File: config.mk
export PLATFORM = sky130hd
export DESIGN_NAME = qrs_disc
export DESIGN_NICKNAME = d
export VERILOG_FILES = /design/src/sv/qrs_pkg.sv /design/src/sv/qrs_disc.sv
export SDC_FILE = /design/constraint.sdc
export NUM_CORES = 1
export LEC_CHECK = 0
export BUFFER_PORTS_ARGS = -buffer_cell sky130_fd_sc_hd__buf_2
export CAP_MARGIN = 20
export CORE_AREA = 2 2 174 303
export CTS_CLUSTER_DIAMETER = 60
export DETAILED_ROUTE_END_ITERATION = 16
export DIE_AREA = 0 0 176 305
export PLACE_DENSITY = 0.78
export SKIP_CTS_REPAIR_TIMING = 1
export SLEW_MARGIN = 20
export SYNTH_ARGS = -nofsm -noshare
export SYNTH_HDL_FRONTEND = slang
export SYNTH_SLANG_ARGS = --single-unit
File: constraint.sdc
create_clock -name aclk -period 14.8 [get_ports aclk]
set_input_delay 0.74 -clock aclk [delete_from_list [all_inputs] [get_ports aclk]]
set_output_delay 0.74 -clock aclk [all_outputs]
set_load 0.05 [all_outputs]
File: src/sv/qrs_pkg.sv
// qrs_pkg: shared constants and result status codes for the quadratic root solver
`timescale 1ns / 1ps
package qrs_pkg;

    localparam int COEF_WIDTH = 16;
    localparam int ROOT_WIDTH = 32;

    typedef enum logic [1:0] {
        ST_TWO_ROOTS = 2'd0,
        ST_DOUBLE    = 2'd1,
        ST_A_ZERO    = 2'd2,
        ST_NEG_DISC  = 2'd3
    } status_t;

endpackage

File: src/sv/qrs_disc.sv
// qrs_disc: input register, coefficient products and discriminant with status
`timescale 1ns / 1ps
module qrs_disc #(
    parameter int CW = qrs_pkg::COEF_WIDTH,
    parameter int DW = 2 * qrs_pkg::COEF_WIDTH + 2
) (
    input  logic                 aclk,
    input  logic                 aresetn,
    input  logic                 en,
    input  logic                 in_valid,
    input  logic signed [CW-1:0] coef_a,
    input  logic signed [CW-1:0] coef_b,
    input  logic signed [CW-1:0] coef_c,
    output logic                 out_valid,
    output logic [DW-1:0]        out_dmag,
    output qrs_pkg::status_t     out_status,
    output logic signed [CW:0]   out_nb,
    output logic                 out_den_neg,
    output logic [CW:0]          out_den_mag
);

    // stage 0: input register
    logic                 v0_reg;
    logic signed [CW-1:0] a0_reg, b0_reg, c0_reg;
    // stage 1: products
    logic                 v1_reg;
    logic [2*CW-1:0]      bb1_reg, ac1_reg;
    logic [CW-1:0]        amag1_reg;
    logic                 aneg1_reg, azero1_reg, mixed1_reg;
    logic signed [CW-1:0] b1_reg;
    // stage 2 next values
    logic [CW-1:0]        amag, bmag, cmag;
    logic [2*CW-1:0]      bb_next, ac_next;
    logic [DW-1:0]        b2, p4, dmag_next;
    logic                 dneg;
    qrs_pkg::status_t     status_next;

    always_comb begin
        amag    = a0_reg[CW-1] ? (~a0_reg + 1'b1) : a0_reg;
        bmag    = b0_reg[CW-1] ? (~b0_reg + 1'b1) : b0_reg;
        cmag    = c0_reg[CW-1] ? (~c0_reg + 1'b1) : c0_reg;
        bb_next = (2*CW)'(bmag) * (2*CW)'(bmag);
        ac_next = (2*CW)'(amag) * (2*CW)'(cmag);
    end

    // discriminant held in DW bits, wrapping like a 64-bit datapath at the widest setting
    always_comb begin
        b2   = DW'(bb1_reg);
        p4   = DW'({ac1_reg, 2'b00});
        dneg = 1'b0;
        if (mixed1_reg) begin
            dmag_next = b2 + p4;
        end else if (b2 >= p4) begin
            dmag_next = b2 - p4;
        end else begin
            dmag_next = p4 - b2;
            dneg      = 1'b1;
        end
        if (azero1_reg) begin
            status_next = qrs_pkg::ST_A_ZERO;
        end else if (dneg) begin
            status_next = qrs_pkg::ST_NEG_DISC;
        end else if (dmag_next == '0) begin
            status_next = qrs_pkg::ST_DOUBLE;
        end else begin
            status_next = qrs_pkg::ST_TWO_ROOTS;
        end
    end

    always_ff @(posedge aclk) begin
        if (!aresetn) begin
            v0_reg    <= 1'b0;
            v1_reg    <= 1'b0;
            out_valid <= 1'b0;
        end else if (en) begin
            v0_reg    <= in_valid;
            v1_reg    <= v0_reg;
            out_valid <= v1_reg;
        end
    end

    always_ff @(posedge aclk) begin
        if (en) begin
            a0_reg      <= coef_a;
            b0_reg      <= coef_b;
            c0_reg      <= coef_c;
            bb1_reg     <= bb_next;
            ac1_reg     <= ac_next;
            amag1_reg   <= amag;
            aneg1_reg   <= a0_reg[CW-1];
            azero1_reg  <= (a0_reg == '0);
            mixed1_reg  <= (a0_reg[CW-1] != c0_reg[CW-1]) && (c0_reg != '0);
            b1_reg      <= b0_reg;
            out_dmag    <= dmag_next;
            out_status  <= status_next;
            out_nb      <= -$signed({b1_reg[CW-1], b1_reg});
            out_den_neg <= aneg1_reg;
            out_den_mag <= {amag1_reg, 1'b0};
        end
    end

endmodule

Word-level counts from Yosys, hierarchy flattened --
Cells that the tools add are included.
Operators by class: $add $sub $neg 7, $mul 2, $lt $le $gt $ge 1, equality and inequality tests 1, multiplexer cells 9, bitwise logic cells 3, reductions and logical operators 5
Operator list (count):
- two-way mux 34 bit | 2
- multiplier 16 x 16 -> 32 bit | 2
- adder 16 x 1 -> 16 bit, second input constant | 3
- two-way mux 16 bit | 3
- NOT 16 bit | 3
- adder 32 x 34 -> 34 bit | 1
- greater-or-equal comparator 32 x 34 -> 1 bit | 1
- logical NOT 34 bit | 1
- subtractor 32 x 34 -> 34 bit | 1
- subtractor 34 x 32 -> 34 bit | 1
- negation 16 -> 17 bit | 1
- logical NOT 16 bit | 1
- nonzero test 16 bit | 1
- two-way mux 1 bit | 4
- OR reduction 2 bit | 1
- logical AND 1 bit | 1
- inequality test 1 bit | 1
Storage, ports and cells: flip-flop bits (word level) 220, input port bits 52, word-level logic and storage cells 47

Longest topological paths before layout --
depth in word-level cells 6, depth in mapped cells 35

Least setup slack after synthesis --
Ideal clock, no wire load.
path kind flip-flop to flip-flop, from register b0_reg[0], to register bb1_reg[30] (data pin), library setup time 258 ps, data arrival time 8306 ps, setup slack 6237 ps, cell stages (with the launch flop) 33, buffers on the path 1, period minus slack after synthesis 8563 ps, cell sequence edfxtp_1 > inv_1 > clkbuf_1 > ha_1 > nand2_1 > or3_1 > or3_1 > and2_1 > xnor2_1 > clkinv_1 > nand2_1 > inv_1 > fa_1 > inv_1 > fa_1 > inv_1 > fa_1 > inv_1 > fa_1 > inv_1 > fa_1 > fa_1 > ha_1 > and3_1 > a211o_1 > nor3_1 > o31ai_1 > a221oi_1 > o22ai_1 > o21ai_0 > o2111ai_1 > a21oi_1 > xnor2_1
Between the ends: longest elaborated chain between the ends 4
RTL lines:
- start: declaration | line qrs_disc.sv:24 | logic signed [CW-1:0] a0_reg, b0_reg, c0_reg;
- start signal: assignment | line qrs_disc.sv:85 | b0_reg <= coef_b;
- NOT 16 bit | line qrs_disc.sv:40 | bmag = b0_reg[CW-1] ? (~b0_reg + 1'b1) : b0_reg;
- adder 16 x 1 -> 16 bit | line qrs_disc.sv:40
- two-way mux 16 bit * | line qrs_disc.sv:40
- multiplier 16 x 16 -> 32 bit * | line qrs_disc.sv:42 | bb_next = (2*CW)'(bmag) * (2*CW)'(bmag);
- net bb_next[30] | line qrs_disc.sv:33 | logic [2*CW-1:0] bb_next, ac_next;
- end signal: assignment | line qrs_disc.sv:87 | bb1_reg <= bb_next;
- end: declaration | line qrs_disc.sv:27 | logic [2*CW-1:0] bb1_reg, ac1_reg;
Mark *: on every way through the listed nets, which the timed path passes. The rest lies on a longest branch. A chain may end at the register's enable or synchronous reset.

Worst setup path after layout --
Same ends and word-level chain as after synthesis.

==> summary.md <==
| Metric | Value |
|---|---|
| Status | `complete, no violations` |
| Cells after DPL | `3,680` |
| Gr usage total | `0.277` |
| Seq/Total Area, Yosys | `0.233` |
| Core ar. | `51,300 µm²` |
| Initial antenna violation count | `0` |
| Final non-filler cell total | `3,726` |
| Setup crit end kind | `flop` |
| Post-synth EDFFs | `214` |
| Crit path time final | `10.34 ns` |
| GRT overflow | `0` |
| Skew-Pair Late Insertion Delay | `0.58 ns` |
| Pin count of the biggest net entering global routing | `88` |
| Post-Syn Area | `27,900 µm²` |
| WP buf/inv | `7` |
| Crit path launch type | `flop` |
| FF+latch count, synth | `217` |
| Final instance area | `30,000 µm²` |
| Post-Synthesis Cells | `2,939` |
| First-pass GRT wire length | `116,000 µm` |
| Fraction of layout cells with a size suffix above 1 | `0.0724` |
| Initial Utilization | `0.543` |
| Die Y-Extent | `305 µm` |
| DR WL/cell | `19.6 µm` |
| CTS sink count | `217` |
| N_diodes | `0` |
| H-tree depth | `1` |
| Placed Area | `29,200 µm²` |
| TritonRoute pass-1 iters | `6` |
| Hold WS | `0.335 ns` |
| Max-slew violations | `0` |
| Most common cell after layout, fill and taps aside | `inv_1` |
| Die Area | `53,700 µm²` |
| CTS Buffer Depth | `3` |
| Crit-path max cell delay | `0.84 ns` |
| TritonCTS clock tree | `yes` |
| IO Count | `124` |
| Fillers | `4,346` |
| DRC viols | `0` |
| Final setup fails | `0` |
| Synth cell types | `84` |
| Initial DRC count | `1,469` |
| Syn-to-layout area delta | `7.82%` |
| Max-Slew Margin vs Limit | `0.240` |
| FFs w/ async S/R, synth | `0` |
| GP Congestion | `0.984` |
| Final Cycle Share | `0.699` |
| Worst-margin pin slew | `1.13 ns` |
| CP Max Fanout | `16` |
| Detailed-route wire length | `72,900 µm` |
| Via/cell ratio | `5.74` |
| CTS Buf Count | `25` |
| Post-route ant nets | `0` |
| Via count | `21,370` |
| CP arrival | `10.66 ns` |
| Max reg flops | `34` |
| Clock-pin slew on the worst setup and hold paths | `0.07 ns` |
| IO buf count | `122` |
| Detail Placement HPWL | `58,400 µm` |
| Worst path required time | `15.12 ns` |
| Die width | `176 µm` |
| Synth warn | `0` |
| CTS Root Cell | `clkbuf_16` |
| Setup CP Type | `flop to flop` |
| RSZ-0062 raised after global routing | `false` |
| CP delay by family, top | `adder cells` |
| Vias in the first global route | `22,663` |
| Final hold vios | `0` |
| Max stage delay cell, worst path | `xnor2_1` |
| Setup Skew | `0.0205 ns` |
| MaxCap Viol Count | `0` |
| Synth Area per Inst | `9.48 µm²` |
| Hold WC Path Type | `primary input to flop` |
| Setup TNS | `0 ns` |
| Final #Nets | `3,739` |
| Row count | `110` |
| Fmax | `96.7 MHz` |
| Ys flop type | `edfxtp_1` |
| Most frequent cells in the layout | `inv_1, fa_1, ha_1` |
## kinds of logic (layout without fill, tap and decap cells)
family | Yosys count | count (layout) | share of synthesized area
adders and majority gates | 652 | 652 | 0.390
and+or+nand+nor | 810 | 810 | 0.132
xor gates and xnor gates | 145 | 145 | 0.0456
muxes | 14 | 14 | 0.00521
buffers and inverters | 656 | 761 | 0.0896
AOI/OAI and AO/OA | 443 | 443 | 0.105
other | 2 | 12 | 0.000270
DFF | 217 | 217 | 0.233
## through the flow
stage	util	setup slack, ns
after global routing	0.585	3.75
after floorplan	-	6.24
after detailed placement	0.569	4.60
final	0.585	4.46
after CTS	0.585	4.57
after global placement	0.569	4.98
## per-layer routing
layer / share of wire / vias to the layer above / GRT usage
li1: - / 9724 / -
met1: 0.33 / 10354 / 0.289
met2: 0.53 / 954 / 0.501
met3: 0.060 / 338 / 0.0371
met5: 0 / - / 0
met4: 0.085 / 0 / 0.206
## worst reg2reg max path: cells and delay by family, from the launching register on
family / cells / cell delay (ns)
AND/OR/NAND/NOR: 7 / 1.61
AO/OA/AOI/OAI: 7 / 2.08
XOR/XNOR: 2 / 0.92
buffers and inverters: 7 / 1.34
flip-flops: 1 / 0.51
adder cells (fa/ha/maj): 8 / 3.62
## cell usage after synthesis (all sizes together), types with 7 or more instances
| cell type | n | share of area |
|---|---|---|
| and3 | 23 | 0.0052 |
| edfxtp | 214 | 0.23 |
| clkbuf | 69 | 0.0093 |
| inv | 559 | 0.075 |
| nor2b | 24 | 0.0054 |
| nor2 | 280 | 0.038 |
| nor3 | 38 | 0.0068 |
| a21o | 42 | 0.011 |
| nor4 | 18 | 0.0040 |
| fa | 360 | 0.26 |
| o21ai | 65 | 0.012 |
| and2 | 32 | 0.0072 |
| a21oi | 143 | 0.026 |
| xnor2 | 92 | 0.029 |
| ha | 292 | 0.13 |
| nand3 | 43 | 0.0077 |
| o211ai | 15 | 0.0042 |
| a211oi | 14 | 0.0042 |
| nand4 | 10 | 0.0022 |
| a31oi | 16 | 0.0036 |
| o31a | 7 | 0.0022 |
| o31ai | 28 | 0.0081 |
| or3 | 15 | 0.0034 |
| buf | 16 | 0.0034 |
| o21bai | 24 | 0.0065 |
| o21a | 23 | 0.0062 |
| clkinv | 12 | 0.0016 |
| or2 | 8 | 0.0018 |
| mux2i | 10 | 0.0036 |
| xor2 | 53 | 0.017 |
| or4 | 10 | 0.0028 |
| nand2b | 28 | 0.0063 |
| nand2 | 264 | 0.036 |
| o41ai | 9 | 0.0028 |
## area by class of cell
type / count / area, µm² / area share
well taps: 672 / 841 / 0.0280
repair buffers: 144 / 786 / 0.0262
clock buffers: 26 / 629 / 0.0210
clock inverters: 20 / 198 / 0.00658
multi-input cells: 2076 / 19000 / 0.631
inverters: 571 / 2140 / 0.0714
flip-flops and latches: 217 / 6490 / 0.216
## path summary, 6_finish.rpt
kind,startpoint,end,slack [ns],cells past startpoint
setup reg to reg,b0_reg[0],bb1_reg[30],4.46,31
hold / removal,coef_b[15],b0_reg[15],0.33,1
hold reg to reg,amag1_reg[7],out_den_mag[8],0.42,0
setup / recovery,b0_reg[0],bb1_reg[30],4.46,31
Power is left out: the tool's default activity adds up to more than one toggle a clock period on the data nets, which glitch-free logic cannot reach.
