### config.mk
export PLATFORM = sky130hd
export DESIGN_NAME = qrs_div
export DESIGN_NICKNAME = d
export VERILOG_FILES = /design/src/sv/qrs_div.sv
export SDC_FILE = /design/constraint.sdc
export NUM_CORES = 2
export LEC_CHECK = 0
export BUFFER_PORTS_ARGS = -buffer_cell sky130_fd_sc_hd__buf_2
export CELL_PAD_IN_SITES_DETAIL_PLACEMENT = 1
export CELL_PAD_IN_SITES_GLOBAL_PLACEMENT = 1
export CORE_ASPECT_RATIO = 0.8
export CORE_UTILIZATION = 54
export DETAILED_ROUTE_END_ITERATION = 7
export HOLD_SLACK_MARGIN = 0.08
export PLACE_DENSITY = 0.88
export SKIP_CTS_REPAIR_TIMING = 1
export SYNTH_ARGS = -nofsm -noshare
export SYNTH_HDL_FRONTEND = slang
export SYNTH_SLANG_ARGS = --single-unit
export TNS_END_PERCENT = 50
### constraint.sdc
create_clock -name aclk -period 3.5 [get_ports aclk]
set_input_delay 0.7 -clock aclk [delete_from_list [all_inputs] [get_ports aclk]]
set_output_delay 0.7 -clock aclk [all_outputs]
set_load 0.05 [all_outputs]
### src/sv/qrs_div.sv
// qrs_div: unsigned restoring divider, one quotient bit per pipeline stage
`timescale 1ns / 1ps
module qrs_div #(
    parameter int NW   = 18,
    parameter int FW   = 16,
    parameter int DENW = 17,
    parameter int SBW  = 2
) (
    input  logic               aclk,
    input  logic               aresetn,
    input  logic               en,
    input  logic               in_valid,
    input  logic [NW-1:0]      in_num,
    input  logic [DENW-1:0]    in_den,
    input  logic [SBW-1:0]     in_sb,
    output logic               out_valid,
    output logic [NW+FW-1:0]   out_quot,
    output logic [SBW-1:0]     out_sb
);

    localparam int QW = NW + FW;

    logic            v_reg   [QW];
    logic [QW-1:0]   dq_reg  [QW];
    logic [DENW-1:0] rem_reg [QW];
    logic [DENW-1:0] den_reg [QW];
    logic [SBW-1:0]  sb_reg  [QW];

    for (genvar k = 0; k < QW; k++) begin : g_stage
        logic            v_in;
        logic [QW-1:0]   dq_in;
        logic [DENW-1:0] rem_in, den_in;
        logic [SBW-1:0]  sb_in;
        logic [DENW:0]   r2;
        logic            ge;

        if (k == 0) begin : g_first
            assign v_in   = in_valid;
            assign dq_in  = {in_num, {FW{1'b0}}};
            assign rem_in = '0;
            assign den_in = in_den;
            assign sb_in  = in_sb;
        end else begin : g_next
            assign v_in   = v_reg[k-1];
            assign dq_in  = dq_reg[k-1];
            assign rem_in = rem_reg[k-1];
            assign den_in = den_reg[k-1];
            assign sb_in  = sb_reg[k-1];
        end

        // dividend bits shift out the top as quotient bits shift in below
        always_comb begin
            r2 = {rem_in, dq_in[QW-1]};
            ge = (r2 >= {1'b0, den_in});
        end

        always_ff @(posedge aclk) begin
            if (!aresetn) begin
                v_reg[k] <= 1'b0;
            end else if (en) begin
                v_reg[k] <= v_in;
            end
        end

        always_ff @(posedge aclk) begin
            if (en) begin
                dq_reg[k]  <= {dq_in[QW-2:0], ge};
                rem_reg[k] <= ge ? DENW'(r2 - {1'b0, den_in}) : DENW'(r2);
                den_reg[k] <= den_in;
                sb_reg[k]  <= sb_in;
            end
        end
    end

    assign out_valid = v_reg[QW-1];
    assign out_quot  = dq_reg[QW-1];
    assign out_sb    = sb_reg[QW-1];

endmodule

==> Word-level counts from Yosys, hierarchy flattened <==
Memory sizes are Yosys's and may differ from the RTL's.
Index checks and enable logic that the tools add are counted.
{ "totals": {"ff_bits": 0, "ram_bits": 2414, "inputBits": 41, "out_inout_bits": 37, "wordCells": 180, "memories": 5} }
{ "op_classes": {"add_sub_neg": 34, "order_cmp": 34, "n_mux": 73, "bitwise_logic": 34} }
{ "memory_table": {"columns": ["memory", "words", "word_bits", "rd", "rd_ports_with_merged_regs", "write_ports", "line_no", "text"], "rows": [
  ["dq_reg", 34, 34, 34, 0, 34, "24", "logic [QW-1:0] dq_reg [QW];"],
  ["den_reg", 34, 17, 33, 0, 34, "26", "logic [DENW-1:0] den_reg [QW];"],
  ["rem_reg", 34, 17, 33, 0, 34, "25", "logic [DENW-1:0] rem_reg [QW];"],
  ["sb_reg", 34, 2, 34, 0, 34, "27", "logic [SBW-1:0] sb_reg [QW];"],
  ["v_reg", 34, 1, 34, 0, 34, "23", "logic v_reg [QW];"]
]} }
{ "op_table": {"columns": ["operator", "n"], "rows": [
  ["$ge A18 B17 Y1", 33],
  ["$mux W17", 34],
  ["$sub A17 B17 Y17", 33],
  ["$mux W1", 39],
  ["$or A1 B1 Y1", 34],
  ["$ge A1 B17 Y1", 1],
  ["$sub A1 B17 Y17", 1]
]} }

==> Longest topological paths before layout <==
{ "logic_depth": {"depth_word": 4, "mapped_depth": 14, "depth_no_buf": 13} }

==> Worst setup path after synthesis <==
No wires, ideal clock.
{ "synth_timing": {"kind": "register to register", "startpoint": "memory dq_reg[9][33] (netlist name)", "endpoint": "memory rem_reg[10][12] (data pin)", "setup_time_ns": 0.260, "arrival_time_ns": 2.895, "required_time_ns": 3.240, "setup_slack_ns": 0.345, "path_stages_with_launch": 14, "n_path_buf": 1, "synth_period_minus_slack_ns": 3.155, "path_cell_list": "edfxtp_1 > inv_1 > ha_1 > inv_1 > fa_1 > a21o_1 > a21o_1 > a211oi_1 > o21ai_1 > a21oi_2 > a31oi_1 > o21ai_4 > buf_4 > mux2_2"} }
{ "synth_lines": {"columns": ["element", "line_no"], "rows": [
  ["start, declared", "24"],
  ["end, declared", "25"]
]} }

==> results.md <==
Yosys:
- The dominant register cell in the synthesized netlist is sky130_fd_sc_hd__edfxtp_1.
- In the synthesized netlist the async set-or-reset flop fraction comes to 0.
- The count of flip-flops with a built-in enable after synthesis is 1971.
- The net count after synthesis is 7521.
- The cell type with the highest aggregate area in the netlist is sky130_fd_sc_hd__edfxtp_1.
- Counting flops and latches in the post-synthesis netlist gives 1972.
- The number of different library cells used by synthesis comes to 90.
- By area the synthesized netlist is led by sky130_fd_sc_hd__edfxtp_1 (64%), sky130_fd_sc_hd__ha_1 (7.6%), sky130_fd_sc_hd__inv_1 (2.9%), sky130_fd_sc_hd__mux2_2 (2.4%), sky130_fd_sc_hd__xnor2_1 (2.3%).
- In this run the mean area of a mapped cell was 13.5 µm².
- The area of the mapped netlist is 92700 µm².
- Of the post-synthesis cell area, the dominant cell type holds 0.638.
- The number of synthesis warnings is 0.
- The share of the Yosys chip area taken by registers is 0.639.
- The post-synthesis cell count is 6886.

Floorplanning:
- The floorplan step set the die height to 373 µm.
- The initial utilization of the core area, before any placement, comes to 0.546.
- The chip width is 465 µm.
- The die covers 173000 µm².
- The count of boundary I/O pins is 78.
- The core area is 170000 µm².
- The placement row count is 135.

Global route:
- The overall track demand over capacity in global routing is 0.255.
- In the global route stage, met2 resource usage came out at 0.437.
- The first global-routing pass estimated 350000 µm of wire.
- The met3 routing resource usage after global routing is 0.0356.
- met2 is the most crowded layer.
- The global routing usage on met1 is 0.344.
- The number of global-route vias before repair came to 60.8k.
- The total overflow reported by the global router is 0.
- The initial antenna violation count came to 1.
- Entering global routing, the biggest net connects 116 pins.

STA:
- The tightest hold margin is 0.122 ns.
- The final count of pins violating max slew came to 0.
- The transition time at the pin with the least slew margin is 0.723 ns.
- Setup total negative slack on the finished layout was measured at 0 ns.
- The share of the cycle needed by the critical path after routing is 0.981.
- The number of hold violations in the final report is 0.
- Setup violations remaining at the end of the flow were counted as 0.
- Derived from the worst setup path, the maximum achievable clock frequency is 291 MHz.
- Between clock sinks in the finished design, the worst skew comes to 0.0359 ns.
- The minimum period implied by the final worst setup slack is 3.43 ns.
- The slack of the critical path is 0.0663 ns.
- Measured against its own limit, the worst slew margin works out to 0.518.
- Setup repair after global routing could not meet its margin everywhere.

Clock network:
- Clock-pin slew was measured on the worst setup and hold paths at 0.07 ns.
- At the later pin of the worst-skew pair, clock insertion delay measures 0.84 ns.
- The number of sinks handled by clock tree synthesis is 1972.
- The number of clock buffers added by TritonCTS is 194.
- In this run the deepest clock path goes through 3 buffers.
- The H-tree was split into 4 levels.
- TritonCTS built the clock tree.
- The cell sitting at the root of the clock tree is a sky130_fd_sc_hd__clkbuf_16.

Setup path:
- The maximum fanout count along the critical path is 28.
- The largest individual stage delay along the critical path comes from the cell sky130_fd_sc_hd__fa_1.
- The buffering stage count on the worst path with inverters included is 3.
- The worst endpoint data arrival time is 4.02 ns.
- Traced cell by cell, the critical path runs through inv_1, ha_1, inv_1, fa_1, a211oi_1, o21bai_1, a21oi_1, a211oi_1, o311a_1, o21ai_1, buf_4, mux2_2.
- The delay of the slowest cell on the worst path is 0.45 ns.
- The critical path is of the reg2reg type.
- STA classifies the critical path endpoint as a flop.
- The minimum setup slack among reg-to-reg paths is 0.07 ns.
- Broken down by cell family, the worst path's largest delay share belongs to compound AO/OA/AOI/OAI gates.
- The critical path data required time is 4.08 ns.
- STA classifies the critical path startpoint as a flop.

Route:
- The routed via count divided by cell count is 5.91.
- The number of search-and-repair iterations in the first detailed-routing pass is 5.
- The aggregate routed wire length is 223000 µm.
- The residual antenna-violating net count after detailed routing is 0.
- The total number of vias is 57.0k.
- The mean routed wirelength per cell is 23.1 µm.
- In the routed design, unresolved DRC markers number 0.
- The detailed router finished its first iteration with 4958 violations.

Placed design:
- After detailed placement, the total cell area comes to 96900 µm².
- The post-detailed-placement half-perimeter wirelength is 152000 µm.
- The count of buffers added on input and output ports is 77.
- At the placement stage, the worst setup path has a slack of 0.00948 ns.
- Routability-driven placement finished with a final weighted congestion of 0.894.

Cells and area:
- The share of layout cells above drive strength 1 is 0.105.
- The number of antenna diodes is 0.
- At the end of the flow, the number of nets in the layout was 7857.
- The final non-filler cell area is 104000 µm².
- Compared with the post-synthesis result, the final layout area differs by 11.9%.
- The register with the most flip-flops in the layout has 748 of them.

Pwr:
- The total power density per cell area is 918 nW/µm².
- The analysis attributes to cell leakage a power of 40.9 nW.
- The worst-case IR drop observed on VDD is 568 µV.

Hold path:
- In this run the worst hold path is classified as in2reg.

Outcome:
- The flow ran to the end, and the final reports show no timing, DRC or antenna violations.

Run:
- The max-capacitance violation count is 0.
layout make-up:
type / count / area (µm²)
clock buffer: 233 / 5040
fill: 16404 / 66200
clock inverter: 121 / 1310
sequential: 1972 / 59200
timing repair buffer: 228 / 2030
inverter: 721 / 2710
tap: 2260 / 2830
multi-input combinational: 4105 / 30600
kinds of logic (layout without fill, tap and decap cells):
group,count (synthesis),after routing,share of synthesized area
mux,296,296,0.0362
buf+inv,809,1303,0.0334
xor+xnor,398,398,0.0376
simple gates,1354,1354,0.0703
flops,1972,1972,0.639
fa+ha+maj,594,594,0.0827
compound gates,1463,1463,0.101
where the power goes:
| group | leakage, nW | internal, mW | switching (mW) |
|---|---|---|---|
| logic | 18.5 | 16.1 | 21.6 |
| clock network | 3.10 | 11.9 | 9.37 |
| registers | 19.3 | 33.1 | 3.11 |
layout by cell type, fill, tap and decap left out, drive strengths merged, types with 26 or more instances in the layout:
master and n:
a31oi 76, o21ai 360, mux2i 26, ha 562, inv 726, a21oi 392, mux2 270, clkbuf 233
o21a 77, o211ai 29, xnor2 239, buf 197, nor2 354, or3 38, edfxtp 1971, nor3 111
and3 61, o31ai 45, dlygate4sd3 31, clkinv 88, a21boi 28, or2 34, fa 32, nor2b 83
xor2 159, nand2 364, o21bai 48, nand2b 55, a21o 193, nand3 92, a211oi 50, nand4 71
cell usage after synthesis (15+ instances only):
cell / n
sky130_fd_sc_hd__edfxtp_1: 1971
sky130_fd_sc_hd__inv_1: 717
sky130_fd_sc_hd__ha_1: 562
sky130_fd_sc_hd__a21oi_1: 386
sky130_fd_sc_hd__nand2_1: 364
sky130_fd_sc_hd__nor2_1: 354
sky130_fd_sc_hd__o21ai_0: 322
sky130_fd_sc_hd__xnor2_1: 239
sky130_fd_sc_hd__mux2_2: 196
sky130_fd_sc_hd__a21o_1: 193
sky130_fd_sc_hd__xor2_1: 159
sky130_fd_sc_hd__nor3_1: 111
sky130_fd_sc_hd__nand3_1: 92
sky130_fd_sc_hd__nor2b_1: 83
sky130_fd_sc_hd__o21a_1: 77
sky130_fd_sc_hd__a31oi_1: 75
sky130_fd_sc_hd__nand4_1: 71
sky130_fd_sc_hd__and3_1: 61
sky130_fd_sc_hd__clkbuf_1: 61
sky130_fd_sc_hd__mux2_1: 60
sky130_fd_sc_hd__nand2b_1: 55
sky130_fd_sc_hd__a211oi_1: 49
sky130_fd_sc_hd__o21bai_1: 48
sky130_fd_sc_hd__o31ai_1: 45
sky130_fd_sc_hd__or3_1: 38
sky130_fd_sc_hd__fa_1: 32
sky130_fd_sc_hd__or2_2: 31
sky130_fd_sc_hd__o21ai_1: 30
sky130_fd_sc_hd__o211ai_1: 28
sky130_fd_sc_hd__mux2i_1: 26
sky130_fd_sc_hd__a21boi_0: 22
sky130_fd_sc_hd__and2_1: 22
sky130_fd_sc_hd__buf_2: 20
sky130_fd_sc_hd__o31a_1: 18
sky130_fd_sc_hd__nand3b_1: 17
sky130_fd_sc_hd__o2111ai_1: 15
metal layers:
| metal | routed length [µm] | part of all wire | vias to the layer above |
|---|---|---|---|
| li1 | - | - | 26220 |
| met5 | 0 | 0 | - |
| met4 | 4600 | 0.021 | 0 |
| met1 | 96000 | 0.43 | 28992 |
| met3 | 10100 | 0.045 | 364 |
| met2 | 112000 | 0.50 | 1407 |
worst paths after layout:
kind	from	endpoint	cells past startpoint
max	dq_reg[8][33]$_DFFE_PP_	rem_reg[9][1]$_DFFE_PP_	12
min	in_den[9]	den_reg[0][9]$_DFFE_PP_	1
max reg2reg	dq_reg[8][33]$_DFFE_PP_	rem_reg[9][1]$_DFFE_PP_	12
min reg2reg	dq_reg[2][21]$_DFFE_PP_	dq_reg[3][22]$_DFFE_PP_	0
per-stage QoR:
step | power (mW) | util | std cells
6_report | 95.3 | 0.610 | 9640
3_5_place_dp | 72.6 | 0.570 | 9253
3_3_place_gp | 69.5 | 0.570 | 9253
5_1_grt | 100 | 0.610 | 9640
4_1_cts | 95.1 | 0.608 | 9607
2_1_floorplan | 61.5 | - | 6886
Note: power is estimated with default switching activity, not from simulation.
