--- config.mk ---
export PLATFORM = sky130hd
export DESIGN_NAME = qrs_sqrt
export DESIGN_NICKNAME = d
export VERILOG_FILES = /design/src/sv/qrs_sqrt.sv
export SDC_FILE = /design/constraint.sdc
export NUM_CORES = 1
export LEC_CHECK = 0
export BUFFER_PORTS_ARGS = -buffer_cell sky130_fd_sc_hd__clkbuf_2
export CORE_MARGIN = 2
export CORE_UTILIZATION = 57
export CTS_CLUSTER_SIZE = 28
export DETAILED_ROUTE_END_ITERATION = 12
export GPL_TIMING_DRIVEN = 1
export PLACE_DENSITY_LB_ADDON = 0.1
export SYNTH_ARGS = -nofsm -noshare
export SYNTH_HDL_FRONTEND = slang
export SYNTH_SLANG_ARGS = --single-unit
--- constraint.sdc ---
create_clock -name aclk -period 2.6 [get_ports aclk]
set_input_delay 0.39 -clock aclk [delete_from_list [all_inputs] [get_ports aclk]]
set_output_delay 0.39 -clock aclk [all_outputs]
set_load 0.05 [all_outputs]
--- src/sv/qrs_sqrt.sv ---
// qrs_sqrt: floor square root, one result bit per pipeline stage
`timescale 1ns / 1ps
module qrs_sqrt #(
    parameter int DW  = 34,
    parameter int SBW = 8
) (
    input  logic            aclk,
    input  logic            aresetn,
    input  logic            en,
    input  logic            in_valid,
    input  logic [DW-1:0]   in_x,
    input  logic [SBW-1:0]  in_sb,
    output logic            out_valid,
    output logic [DW/2-1:0] out_root,
    output logic [SBW-1:0]  out_sb
);

    localparam int SW = DW / 2;

    logic            v_reg    [SW];
    logic [DW-1:0]   x_reg    [SW];
    logic [SW+1:0]   rem_reg  [SW];
    logic [SW-1:0]   root_reg [SW];
    logic [SBW-1:0]  sb_reg   [SW];

    for (genvar k = 0; k < SW; k++) begin : g_stage
        logic            v_in;
        logic [DW-1:0]   x_in;
        logic [SW+1:0]   rem_in, r2, trial;
        logic [SW-1:0]   root_in;
        logic [SBW-1:0]  sb_in;
        logic            ge;

        if (k == 0) begin : g_first
            assign v_in    = in_valid;
            assign x_in    = in_x;
            assign rem_in  = '0;
            assign root_in = '0;
            assign sb_in   = in_sb;
        end else begin : g_next
            assign v_in    = v_reg[k-1];
            assign x_in    = x_reg[k-1];
            assign rem_in  = rem_reg[k-1];
            assign root_in = root_reg[k-1];
            assign sb_in   = sb_reg[k-1];
        end

        // bring down the next two bits and try root*4+1
        always_comb begin
            r2    = {rem_in[SW-1:0], x_in[DW-1:DW-2]};
            trial = {root_in, 2'b01};
            ge    = (r2 >= trial);
        end

        always_ff @(posedge aclk) begin
            if (!aresetn) begin
                v_reg[k] <= 1'b0;
            end else if (en) begin
                v_reg[k] <= v_in;
            end
        end

        always_ff @(posedge aclk) begin
            if (en) begin
                x_reg[k]    <= {x_in[DW-3:0], 2'b00};
                rem_reg[k]  <= ge ? (r2 - trial) : r2;
                root_reg[k] <= {root_in[SW-2:0], ge};
                sb_reg[k]   <= sb_in;
            end
        end
    end

    assign out_valid = v_reg[SW-1];
    assign out_root  = root_reg[SW-1];
    assign out_sb    = sb_reg[SW-1];

endmodule

# Word-level counts from Yosys, hierarchy flattened
# Memory sizes are Yosys's and may differ from the RTL's.
# Cells that the tools add are included.
[word_totals]
regBits = 0
mem_bits_rw = 1309
inputBits = 46
out_inout_bits = 26
elab_cells = 95
n_memories = 5
[classes]
n_addsub = 17
order_cmp = 17
mux = 39
n_bitwise = 17
[mem_list]
columns = ["name", "words", "width", "read_ports", "rd_ports_with_merged_regs", "write_ports", "line_no", "source"]
rows = [
  ["x_reg", 17, 32, 16, 0, 17, "21", "logic [DW-1:0] x_reg [SW];"],
  ["rem_reg", 17, 19, 16, 0, 17, "22", "logic [SW+1:0] rem_reg [SW];"],
  ["root_reg", 17, 17, 17, 0, 17, "23", "logic [SW-1:0] root_reg [SW];"],
  ["sb_reg", 17, 8, 17, 0, 17, "24", "logic [SBW-1:0] sb_reg [SW];"],
  ["v_reg", 17, 1, 17, 0, 17, "20", "logic v_reg [SW];"],
]
[ops]
columns = ["cell", "n"]
rows = [
  ["$mux 19", 17],
  ["$ge 19x19->1", 16],
  ["$sub 19x19->19", 16],
  ["$mux 1", 22],
  ["$or 1x1->1", 17],
  ["$sub 2x1->3 const B", 1],
  ["$ge 2x1->1 const B", 1],
]

# Longest topological paths before layout
# Gate-level depths: netlist of the first run.
[logic_depth]
ltp_word = 4
mapped_depth = 12
mapped_depth_nobuf = 10

# Worst setup path before layout of the first run
# Ideal clock, no wire load.
[synth_timing]
path_type = "reg2reg"
startpoint = "memory rem_reg[0][276] (netlist name)"
endpoint = "memory rem_reg[0][300] (netlist name) (data pin)"
t_arrival_ns = 2.508
setup_slack_ns = -0.168
stages_incl_launch_ff = 10
path_buffers = 2
period_less_slack_ns = 2.768
path_cell_list = "edfxtp_1 > ha_1 > a21o_1 > a21oi_1 > o22ai_1 > nor4_1 > and2_4 > buf_8 > buf_12 > mux2_4"
[synth_lines]
columns = ["element", "line_no"]
rows = [
  ["start: declaration", "22"],
]

==> flow_summary.yaml, run 1 <==
grt:
  grt_pass1_vias: 20600
  grt_max_degree: 127
  antenna_found_initial: 0
  grt_pass1_wl_mm: 103
  overflow: 0
  grt_use_total_pct: 19.3
cells_and_area:
  final_cell_mix: "edfxtp_1 (831), inv_1 (211), buf_4 (173), nor2_1 (140), ha_1 (140)"
  layout_commonest_cell: "edfxtp_1"
  largest_reg_flops: 272
  diodes: 0
  seq_area_um2: 25000
  syn_to_final_growth_pct: 19.5
  drive_above_1_share_pct: 19.5
  nets: 3102
  multi_input_area_um2: 11000
  fillers: 4408
critical_path:
  critical-path-max-stage-delay_ns: 0.44
  worstSetupPathType: "reg2reg"
  crit_arrival_ns: 2.98
  critPathLaunchType: "flop"
  cp_common_cell: "o21a_1"
  r2r_cells: 9
  cp_slowest_cell: "edfxtp_1"
  rr_endpoint: "rem_reg[0][198]$_DFFE_PP_"
  path_max_fanout: 6
  cp.required_ns: 2.96
  cp_cell_sequence: "ha_4, buf_6, o21a_1, o21a_1, o21a_4, o211ai_1, nand3_4, buf_4, mux2_2"
  reg2reg_from: "rem_reg[0][171]$_DFFE_PP_"
  r2r_setup_slack_ns: -0.02
  cp-end-kind: "flop"
sta:
  clock.fmax_ghz: 0.381
  rsz0062_at_grt: "yes"
  fin_crit_sh_pct: 101
  tightest_slew_ns: 0.726
  period_minus_slack_ns: 2.62
  setup_violations: 7
  tns_ns: -0.0551
  worst_slack_ns: -0.0216
  hold_viol_final: 0
  drv_slew: 0
  skew_ns: 0.0292
  slew_headroom_pct: 51.2
clock_network:
  insertion_delay_ns: 0.64
  cts_root_buf: "clkbuf_16"
  cts_tree: "built"
  clock_sinks: 832
  clockBufferDepth: 3
  path_clk_slew_ns: 0.06
  cts-htree-levels: 3
  cts_buffers: 85
worst_hold_path:
  hold_class: "in2reg"
  hp-start: "in_x[32]"
  min_to: "rem_reg[0][0]$_DFFE_PP_"
  worstHoldPathCells: 2
pwr:
  peakVddDrop_mv: 0.617
  p_seq_share_pct: 49.3
  p_per_area_nw_per_um2: 810
  power.leakage_uw: 0.0167
  switchingPower_uw: 8790
  clkPwrFrac_pct: 34.2
  p_int_uw: 26100
  combPwrFrac_pct: 16.5
  switching_share_pct: 25.2
run_status:
  violations: "negative setup slack"
  status: "complete, but fails checks"
floorplanning:
  rows: 92
  die_x_um: 255
  io_pins: 72
  die_area_um2: 65300
  coreArea_um2: 62900
  fp.dieH_um: 255
  start_util_pct: 57.3
yosys:
  synth_fp_nets: 2737
  synth_edf_count: 831
  synth_cells: 2521
  ys_seq_area_share_pct: 69.3
  yosys_warnings: 0
  yosysUniqueCellTypes: 88
  ys_ff_latch: 832
  netlist_area_um2: 36000
  synth_flop_cell: "edfxtp_1"
  ys_async_sr_fraction_pct: 0
  syn-mean-instance-area_um2: 14.3
placement:
  io_buffers: 71
  pre_cts_slack_ns: -0.228
  dp_hpwl_mm: 42.3
  gp_congestion: 0.923
detailed_routing:
  avgViaCountPerCell: 5.46
  ant_nets: 0
  routedWlPerCell_um: 16.9
  drcViolationCount: 0
  vias: 20800
  finalWirelength_mm: 64.1
  dr.pass1.iters: 6
  drt_iter0_drc: 1524
flow_run:
  drv_cap: 0
[synth_stat cells (7+ instances only)]
| cell | count | area share (%) |
|---|---|---|
| edfxtp_1 | 831 | 69 |
| inv_1 | 217 | 2.3 |
| ha_1 | 170 | 5.9 |
| nor2_1 | 148 | 1.5 |
| nand2_1 | 125 | 1.3 |
| a21oi_1 | 119 | 1.7 |
| o21ai_0 | 119 | 1.7 |
| xnor2_1 | 88 | 2.1 |
| xor2_1 | 76 | 1.8 |
| nand3_1 | 49 | 0.68 |
| a21o_1 | 48 | 1.0 |
| nor3_1 | 48 | 0.67 |
| o21a_1 | 42 | 0.87 |
| and3_1 | 34 | 0.59 |
| mux2_2 | 32 | 1.0 |
| or3_1 | 32 | 0.56 |
| nor4_1 | 25 | 0.43 |
| o31ai_1 | 25 | 0.52 |
| nor2b_1 | 23 | 0.40 |
| nand2b_1 | 22 | 0.38 |
| a31oi_1 | 19 | 0.33 |
| clkbuf_1 | 16 | 0.17 |
| nand4_1 | 14 | 0.24 |
| a211oi_1 | 13 | 0.27 |
| or2_2 | 13 | 0.23 |
| or4_1 | 13 | 0.27 |
| and2_1 | 12 | 0.21 |
| buf_2 | 12 | 0.17 |
| a21boi_0 | 9 | 0.19 |
| and4_1 | 8 | 0.19 |
| mux2i_1 | 7 | 0.19 |
[metal layers]
| layer | routed length (um) | global-route usage (%) | up-vias | part of all wire, % |
|---|---|---|---|---|
| li1 | - | - | 10200 | - |
| met1 | 27700 | 25.2 | 10000 | 43 |
| met2 | 31600 | 32.5 | 418 | 49 |
| met3 | 2620 | 3.36 | 133 | 4.1 |
| met4 | 2070 | 6.95 | 0 | 3.2 |
| met5 | 0 | 0 | - | 0 |
[cells by family (layout without fill, tap and decap cells)]
group	after synthesis	after routing	synth area share [%]
AND/OR/NAND/NOR	592	593	8.34
adder cells (fa/ha/maj)	170	170	5.90
flip-flops	832	832	69.3
AO/OA/AOI/OAI	470	470	8.45
other	1	1	0.0104
buffers and inverters	251	684	2.75
XOR/XNOR	164	164	3.99
multiplexers	41	41	1.27
[power by group through the flow]
stage	Combinational [uW]	Clock (uW)	Sequential (uW)
6_report	5750	11900	17200
5_1_grt	6360	12800	17300
4_1_cts	5280	12300	17200
3_5_place_dp	5130	0	17400
3_3_place_gp	4960	0	17400
2_1_floorplan	3520	0	17200
[timing repair]
action / in CTS / in global routing
hold buffers: 42 / 0
buffers inserted: 8 / 44
hold endpoints to repair: 41 / 0
pin swaps: 13 / 40
cloned: 1 / 3
endpoints found under the setup margin: 110 / 142
resized for setup: 30 / 158
[stage by stage]
stage	hold WS, ns	util, %	power [uW]	cell area [um^2]	instances
2_1_floorplan	0.400	-	20800	36100	2521
3_3_place_gp	0.400	61.3	22300	38600	3549
3_5_place_dp	0.405	61.3	22600	38600	3549
4_1_cts	0.00488	66.7	34700	41900	3756
5_1_grt	0.0358	68.5	36500	43100	3801
6_report	0.0623	68.5	34900	43100	3801
[layout make-up]
| class | count | area share [%] |
|---|---|---|
| multi-input combinational | 1439 | 25.5 |
| tap | 846 | 2.46 |
| timing repair buffer | 309 | 5.69 |
| sequential | 832 | 58.0 |
| clock buffer | 99 | 5.11 |
| clock inverter | 57 | 1.34 |
| inverter | 219 | 1.91 |
[worst max-delay path, delay by kind of cell, from the launching register on]
family / cells / cell delay [ns]
adder cells (fa/ha/maj): 1 / 0.27
buffers and inverters: 2 / 0.30
flip-flops: 1 / 0.44
AO/OA/AOI/OAI: 4 / 0.90
multiplexers: 1 / 0.26
AND/OR/NAND/NOR: 1 / 0.19
[how the worst max path moves through the flow]
stage          slack, ns                        from  cells after the start                   endpoint
2_1_floorplan     -0.002  root_reg[1][106]$_DFFE_PP_                     11  rem_reg[0][300]$_DFFE_PP_
3_3_place_gp       -0.18    rem_reg[0][95]$_DFFE_PP_                      8  rem_reg[0][123]$_DFFE_PP_
3_5_place_dp       -0.23    rem_reg[0][95]$_DFFE_PP_                      8  rem_reg[0][123]$_DFFE_PP_
4_1_cts           -0.005   rem_reg[0][269]$_DFFE_PP_                      8  rem_reg[0][295]$_DFFE_PP_
5_1_grt            -0.13   rem_reg[0][171]$_DFFE_PP_                      9  rem_reg[0][198]$_DFFE_PP_
6_report           -0.02   rem_reg[0][171]$_DFFE_PP_                      9  rem_reg[0][198]$_DFFE_PP_
(Power assumes the default switching activity.)
==> inputs of run 2 (changes only) <==
--- a/config.mk
+++ b/config.mk
@@ -6,12 +6,11 @@
 export NUM_CORES = 1
 export LEC_CHECK = 0
 export BUFFER_PORTS_ARGS = -buffer_cell sky130_fd_sc_hd__clkbuf_2
-export CORE_MARGIN = 2
 export CORE_UTILIZATION = 57
 export CTS_CLUSTER_SIZE = 28
 export DETAILED_ROUTE_END_ITERATION = 12
 export GPL_TIMING_DRIVEN = 1
-export PLACE_DENSITY_LB_ADDON = 0.1
+export PLACE_DENSITY = 0.76
 export SYNTH_ARGS = -nofsm -noshare
 export SYNTH_HDL_FRONTEND = slang
 export SYNTH_SLANG_ARGS = --single-unit
==> run 2 against run 1 <==
  * Via count up 1.3%
  * Clock skew decreased by 0.0090 ns
  * Critical path depth rose by 1
  * The run now ends clean
  * Combinational power up 1%
  * Global-route usage rose by 1.4 points
  * First-iteration DRC count shrank 7.5%
  * Routed wire length grew 4.3%
  * Clock-buffer cell count fell by 1
  * Non-clock buffer count fell by 12
==> flow_summary.yaml, run 2 (synthesis results as in run 1) <==
cells_and_area:
  layout_commonest_cell: "edfxtp_1"
  final_cell_mix: "edfxtp_1 (831), inv_1 (211), buf_4 (165), ha_1 (145), nor2_1 (139)"
  nets: 3088
  drive_above_1_share_pct: 19.4
  syn_to_final_growth_pct: 19.5
  fin_cells: 3777
  largest_reg_flops: 272
  utilization_pct: 69.4
  diodes: 0
placement:
  pre_cts_slack_ns: -0.192
  gp_congestion: 0.875
  placedCellCount: 3545
  dp_hpwl_mm: 42.5
  io_buffers: 71
grt:
  antenna_found_initial: 0
  grt_max_degree: 120
  grt_pass1_vias: 21100
  overflow: 0
  grt_pass1_wl_mm: 105
  grt_use_total_pct: 20.7
clock_network:
  insertion_delay_ns: 0.66
  cts_tree: "built"
  path_clk_slew_ns: 0.06
  cts_buffers: 83
  cts_root_buf: "clkbuf_16"
  clockBufferDepth: 3
  clock_sinks: 832
  cts-htree-levels: 3
detailed_routing:
  drt_iter0_drc: 1409
  avgViaCountPerCell: 5.57
  dr.pass1.iters: 5
  routedWlPerCell_um: 17.7
  drcViolationCount: 0
  vias: 21000
  ant_nets: 0
  finalWirelength_mm: 66.8
critical_path:
  rr_endpoint: "rem_reg[0][267]$_DFFE_PP_"
  r2r_cells: 10
  reg2reg_from: "rem_reg[0][249]$_DFFE_PP_"
  cp.required_ns: 2.98
  r2r_setup_slack_ns: 0.002
  path_max_fanout: 6
  crit_arrival_ns: 2.98
  crit_end: "rem_reg[0][267]$_DFFE_PP_"
  worstSetupPathType: "reg2reg"
  crit_start: "rem_reg[0][249]$_DFFE_PP_"
  cp-end-kind: "flop"
  critPathLaunchType: "flop"
worst_hold_path:
  hp-start: "in_valid"
  hold_class: "in2reg"
sta:
  setup_violations: 0
  rsz0062_at_grt: "yes"
  drv_slew: 0
  fin_crit_sh_pct: 99.9
  slew_headroom_pct: 52.3
  tns_ns: 0
  hold_viol_final: 0
  worst_slack_ns: 0.00155
  clock.fmax_ghz: 0.385
  skew_ns: 0.0202
  period_minus_slack_ns: 2.60
  hold_ws_ns: 0.0446
  tightest_slew_ns: 0.716
floorplanning:
  start_util_pct: 58.1
  die_area_um2: 64200
  fp.dieH_um: 253
  coreArea_um2: 62100
  rows: 91
  io_pins: 72
  die_x_um: 253
flow_run:
  drv_cap: 0
pwr:
  p_int_uw: 26500
  power.leakage_uw: 0.0166
  clkPwrFrac_pct: 35.1
  switching_share_pct: 25.5
  p_per_area_nw_per_um2: 825
  p_seq_share_pct: 48.5
  peakVddDrop_mv: 0.753
  combPwrFrac_pct: 16.4
  switchingPower_uw: 9060
run_status:
  status: "finished, final reports clean"
-- run 2: cell count changes in the layout (fill, tap and decap cells not counted), sizes merged --
cell,previous run,this run
clkinv,48,34
buf,195,184
clkinvlp,0,7
bufinv,8,13
clkbuf,171,169
-- run 2: how the worst min path moves through the flow --
| stage | depth (start not counted) | slack (ns) | end |
|---|---|---|---|
| final | 2 | 0.04 | v_reg[0]$_DFFE_PP_ |
| after global routing | 2 | 0.02 | v_reg[0]$_DFFE_PP_ |
| after CTS | 2 | 0.003 | rem_reg[0][0]$_DFFE_PP_ |
| after detailed placement | 0 | 0.40 | sb_reg[0][110]$_DFFE_PP_ |
| after global placement | 0 | 0.40 | x_reg[0][69]$_DFFE_PP_ |
| after floorplan | 0 | 0.40 | sb_reg[0][100]$_DFFE_PP_ |
-- run 2: routing by layer --
layer  part of all wire [%]  wire length, um  global-route usage (%)
met1                     42            28100                    26.2
met2                     51            34400                    36.3
met3                    4.0             2690                    3.10
met4                    2.5             1670                    6.98
met5                      0                0                       0
-- run 2: power groups by stage --
stage          Combinational (uW)  Sequential [uW]  Clock, uW
4_1_cts                      5340            17200      12700
3_3_place_gp                 4990            17400          0
2_1_floorplan                3520            17200          0
5_1_grt                      6390            17400      13200
3_5_place_dp                 5160            17500          0
6_report                     5810            17200      12500
-- run 2: stage by stage --
| step | area (um^2) | power [uW] |
|---|---|---|
| final | 43100 | 35500 |
| after floorplan | 36100 | 20800 |
| after global placement | 38600 | 22400 |
| after global routing | 43100 | 37000 |
| after CTS | 42200 | 35300 |
| after detailed placement | 38600 | 22600 |
-- run 2: critical path, cell delays in order, from the launching register on --
cell	delay [ns]
edfxtp_1	0.44
ha_4	0.24
o21a_1	0.21
o21a_1	0.22
o221ai_2	0.25
o21ai_2	0.12
a311oi_4	0.42
inv_4	0.13
buf_12	0.17
nor2_1	0.10
a21oi_1	0.06
-- run 2: what timing repair did --
| action | in CTS | in global routing |
|---|---|---|
| gates cloned | 1 | 1 |
| setup buffers | 4 | 31 |
| hold buffers | 42 | 0 |
| gates resized for setup | 38 | 133 |
| setup endpoints to repair | 92 | 156 |
| hold endpoints to repair | 41 | 0 |
| pin swaps | 6 | 40 |
-- run 2: final cells by class --
| class | count | area, um^2 |
|---|---|---|
| flip-flops and latches | 832 | 25000 |
| fillers | 3907 | 19000 |
| multi-input cells | 1439 | 11000 |
| repair buffers | 297 | 2360 |
| clock buffers | 98 | 2130 |
| well taps | 837 | 1050 |
| inverters | 219 | 826 |
| clock inverters | 55 | 771 |
